$ cat config.mk
export PLATFORM = sky130hd
export DESIGN_NAME = flpte_follow
export DESIGN_NICKNAME = d
export VERILOG_FILES = /design/src/design/flpte_pkg.sv /design/src/design/flpte_follow.sv
export SDC_FILE = /design/constraint.sdc
export NUM_CORES = 1
export LEC_CHECK = 0
export ABC_AREA = 1
export BUFFER_PORTS_ARGS = -buffer_cell sky130_fd_sc_hd__buf_2
export CAP_MARGIN = 20
export CORE_ASPECT_RATIO = 2
export CORE_MARGIN = 1
export CORE_UTILIZATION = 49
export DETAILED_ROUTE_END_ITERATION = 7
export MAX_ROUTING_LAYER = met4
export PLACE_DENSITY = 0.76
export REMOVE_ABC_BUFFERS = 1
export SKIP_LAST_GASP = 1
export SYNTH_ARGS = -nofsm -noshare
export SYNTH_HDL_FRONTEND = slang
export SYNTH_SLANG_ARGS = --single-unit
$ cat constraint.sdc
create_clock -name vclk -period 2.7
set_clock_uncertainty 0.05 [all_clocks]
set_input_delay 0.405 -clock vclk [all_inputs]
set_output_delay 0.405 -clock vclk [all_outputs]
set_load 0.02 [all_outputs]
$ cat src/design/flpte_pkg.sv
`timescale 1ns / 1ps
// ----------------------------------------------------------------------------
// flpte_pkg
// Shared types and constants for the four-level page table engine.
// ----------------------------------------------------------------------------
package flpte_pkg;

    localparam int NUM_TABLES_DEF = 16;
    localparam int PN_W           = 40;
    localparam int IDX_W          = 9;
    localparam int ENTRY_W        = 64;

    localparam logic [1:0] OP_MAP_4K     = 2'd0;
    localparam logic [1:0] OP_MAP_2M     = 2'd1;
    localparam logic [1:0] OP_TRANSLATE  = 2'd2;
    localparam logic [1:0] OP_UNUSED     = 2'd3;

    localparam logic [1:0] ST_OK       = 2'd0;
    localparam logic [1:0] ST_FULL     = 2'd1;
    localparam logic [1:0] ST_UNMAPPED = 2'd2;
    localparam logic [1:0] ST_OUTSIDE  = 2'd3;

    localparam logic [63:0] F_PRESENT  = 64'h01;
    localparam logic [63:0] F_WRITABLE = 64'h02;
    localparam logic [63:0] F_HUGE     = 64'h80;

    typedef struct packed {
        logic present;
        logic huge;
        logic outside;
    } entry_info_t;

endpackage

$ cat src/design/flpte_follow.sv
`timescale 1ns / 1ps
// ----------------------------------------------------------------------------
// flpte_follow
// Decodes a table entry and resolves its pointer to a pool table number.
// ----------------------------------------------------------------------------
module flpte_follow #(
    parameter int NUM_TABLES = flpte_pkg::NUM_TABLES_DEF
) (
    input  logic [flpte_pkg::ENTRY_W-1:0]      entry,
    input  logic [flpte_pkg::PN_W-1:0]         base,
    input  logic [$clog2(NUM_TABLES+1)-1:0]    used,
    output flpte_pkg::entry_info_t             info,
    output logic [$clog2(NUM_TABLES)-1:0]      tab
);
    import flpte_pkg::*;

    localparam int UW = $clog2(NUM_TABLES + 1);
    localparam int TW = $clog2(NUM_TABLES);

    logic [PN_W-1:0] k;

    assign k            = entry[51:12] - base;
    assign info.present = entry[0];
    assign info.huge    = entry[7];
    assign info.outside = (k >= {{(PN_W-UW){1'b0}}, used});
    assign tab          = k[TW-1:0];
endmodule

==> run metrics <==
status=complete, but fails checks; failing checks=setup timing; diodes inserted=0; Final Max Tran Viols=0; Final setup viols=1; largest net degree at the start of global routing=6; initial antenna violation count=0; placed insts=1068; DP Area=0.00522 mm2; share of post-route cells with drive strength above 1=29.0%; HPWL Detailed=12900 um; Overall Global Routing Usage=38.6%; Worst-Margin Slew=0.420 ns; Max rail drop VDD=0.000166 V; CP endpoint kind=primary output; Req. time, crit path=2.25 ns; Hold EP=info[1]; met1 GRT Util=29.9%; Hold Path Class=primary input to primary output; vias per cell=5.07; first-pass GRT wire length=23300 um; RD Place Congestion=0.998; Total Power=1.26 mW; io pins=116; die area=0.00788 mm2; Final Cell Area=0.00537 mm2; Final period util=120%; router iterations before antenna repair=5; setup TNS=-0.544 ns; hold buffers post-CTS=0; Worst EP arrival=2.79 ns; max_cap viols=0; Placeable Area=0.00727 mm2; pre-CTS WS=-0.619 ns; min Tclk post-route=3.24 ns; total number of vias=5430; nets@finish=1135; RSZ-0062 raised after global routing=true; post-synthesis sequential area ratio=0%; Startpoint Class=primary input; drt total wl=15100 um; vias in the first global route=5358; LEAKAGE=3.49 nW; WL/cell=14.1 um; DRC Markers=0; Util after Layout=73.9%; CLK BUF=0; M2 GR Usage=75.6%; P&R area growth vs syn=46.1%; crit path max fanout=2; Top Usage Layer GRT=met2; seq_cells=0; post-route ant nets=0; Cell Area, Synth=0.00368 mm2; die width=63.3 um; P per Cell Area=235 mW/mm2; min-delay src=entry[7]; Synth cell types=31; worst setup margin=-0.544 ns; syn_area_per_cell=4.85 um2; total global routing overflow=0; Initial Util=50.6%; hold slack=0.760 ns; Final Non-Filler Cells=1071; 1st-iter DRT viols=251; Setup CP Type=primary input to primary output; Port Buffer Count=90; Die Y=125 um; hold path depth=0; Core Rows=44; Worst Setup SP=base[1]; Fmax achieved=308 MHz; Reg area=0 um2; Slew HR=71.8%; yosys warns=0; Cells after Synth=758; Fin. Hold Viols=0; GR Util met3=3.02%
[Yosys cell counts (all sizes together) (2+ instances only)]
cell type  number  area [um2]
a21o            2        15.0
a21oi          37         200
and2            2        12.5
buf             2        15.0
ha             44         551
inv           188         706
nand2         305        1180
nand3          46         260
nand3b          9        80.1
nand4          13        81.3
nor2           79         334
nor3            7        51.3
nor4            2        18.8
o21ai           6        30.0
o21bai          6        45.0
xnor2           3        26.3
xor2            3        26.3
[how the worst max path moves through the flow]
stage	endpoint	slack, ns	cells after the start
detailed placement	info[0]	-0.62	24
floorplan	info[0]	-0.49	19
finish	info[0]	-0.54	21
global placement	info[0]	-0.55	21
CTS	info[0]	-0.52	20
global route	info[0]	-0.61	22
[what timing repair did]
item,4_1_cts,5_1_grt
endpoints found under the setup margin,1,1
setup buffers,2,1
pin swaps,17,16
gates resized for setup,20,8
[metal layers]
| metal | share of wire (%) | routed length [um] | up-vias |
|---|---|---|---|
| li1 | - | - | 2750 |
| met1 | 32 | 4760 | 2392 |
| met2 | 55 | 8280 | 203 |
| met3 | 3.4 | 520 | 85 |
| met4 | 10 | 1510 | 0 |
| met5 | 0 | 0 | - |
[where the power goes]
part	internal (mW)	switching (mW)	total, mW
clock	0	0	0
combinational	0.563	0.701	1.26
sequential	0	0	0
total	0.563	0.701	1.26
[critical path: stages]
cell and delay, ns:
buf_2 0.11, inv_1 0.09, ha_4 0.29, nand3_1 0.11, nand2_2 0.14, xor2_4 0.21, ha_4 0.23, nand2_2 0.07
o21bai_1 0.12, nand3_1 0.14, nand2_1 0.08, inv_1 0.04, nand2_1 0.05, nor2_1 0.04, nor2_1 0.07, nand2_1 0.06
nor2_1 0.10, nand3_1 0.09, nor2_2 0.12, nand3_2 0.08, buf_6 0.14
[area by class of cell]
cell class	instances	area, um2
fill	650	1890
inverter	188	708
multi-input combinational	568	3070
tap	92	115
timing repair buffer	223	1480
[cell families (layout without fill, tap and decap cells)]
logic type	after synthesis	count (layout)	synth area share (%)
compound gates	53	53	8.27
xor+xnor	6	6	1.43
fa+ha+maj	45	45	15.5
buf+inv	190	411	19.6
simple gates	464	464	55.2
[cells in the final DEF (no fill, tap or decap)]
master    netlist  routed
a21o_1          2       2
a21oi_1        33      33
a21oi_2         4       4
a31oi_1         1       1
and2_1          2       1
and2_4          0       1
buf_12          0       1
buf_2           0      87
buf_4           2     132
buf_6           0       2
buf_8           0       1
fa_2            0       1
ha_1           44      39
ha_4            0       5
inv_1         186     180
inv_2           2       7
inv_4           0       1
nand2_1       289     286
nand2_2        16      19
nand3_1        40      39
nand3_2         6       7
nand3b_1        8       8
nand3b_4        1       1
nand4_1        13      13
nor2_1         70      69
nor2_2          6       7
nor2_4          3       3
nor3_1          5       5
nor3_2          1       1
nor3_4          1       1
nor4_1          1       1
nor4_2          1       1
o21a_1          1       1
o21ai_0         6       6
o21bai_1        6       6
or2_1           1       1
xnor2_1         3       2
xnor2_2         0       1
xor2_1          3       2
xor2_4          0       1
(Power assumes the default switching activity.)
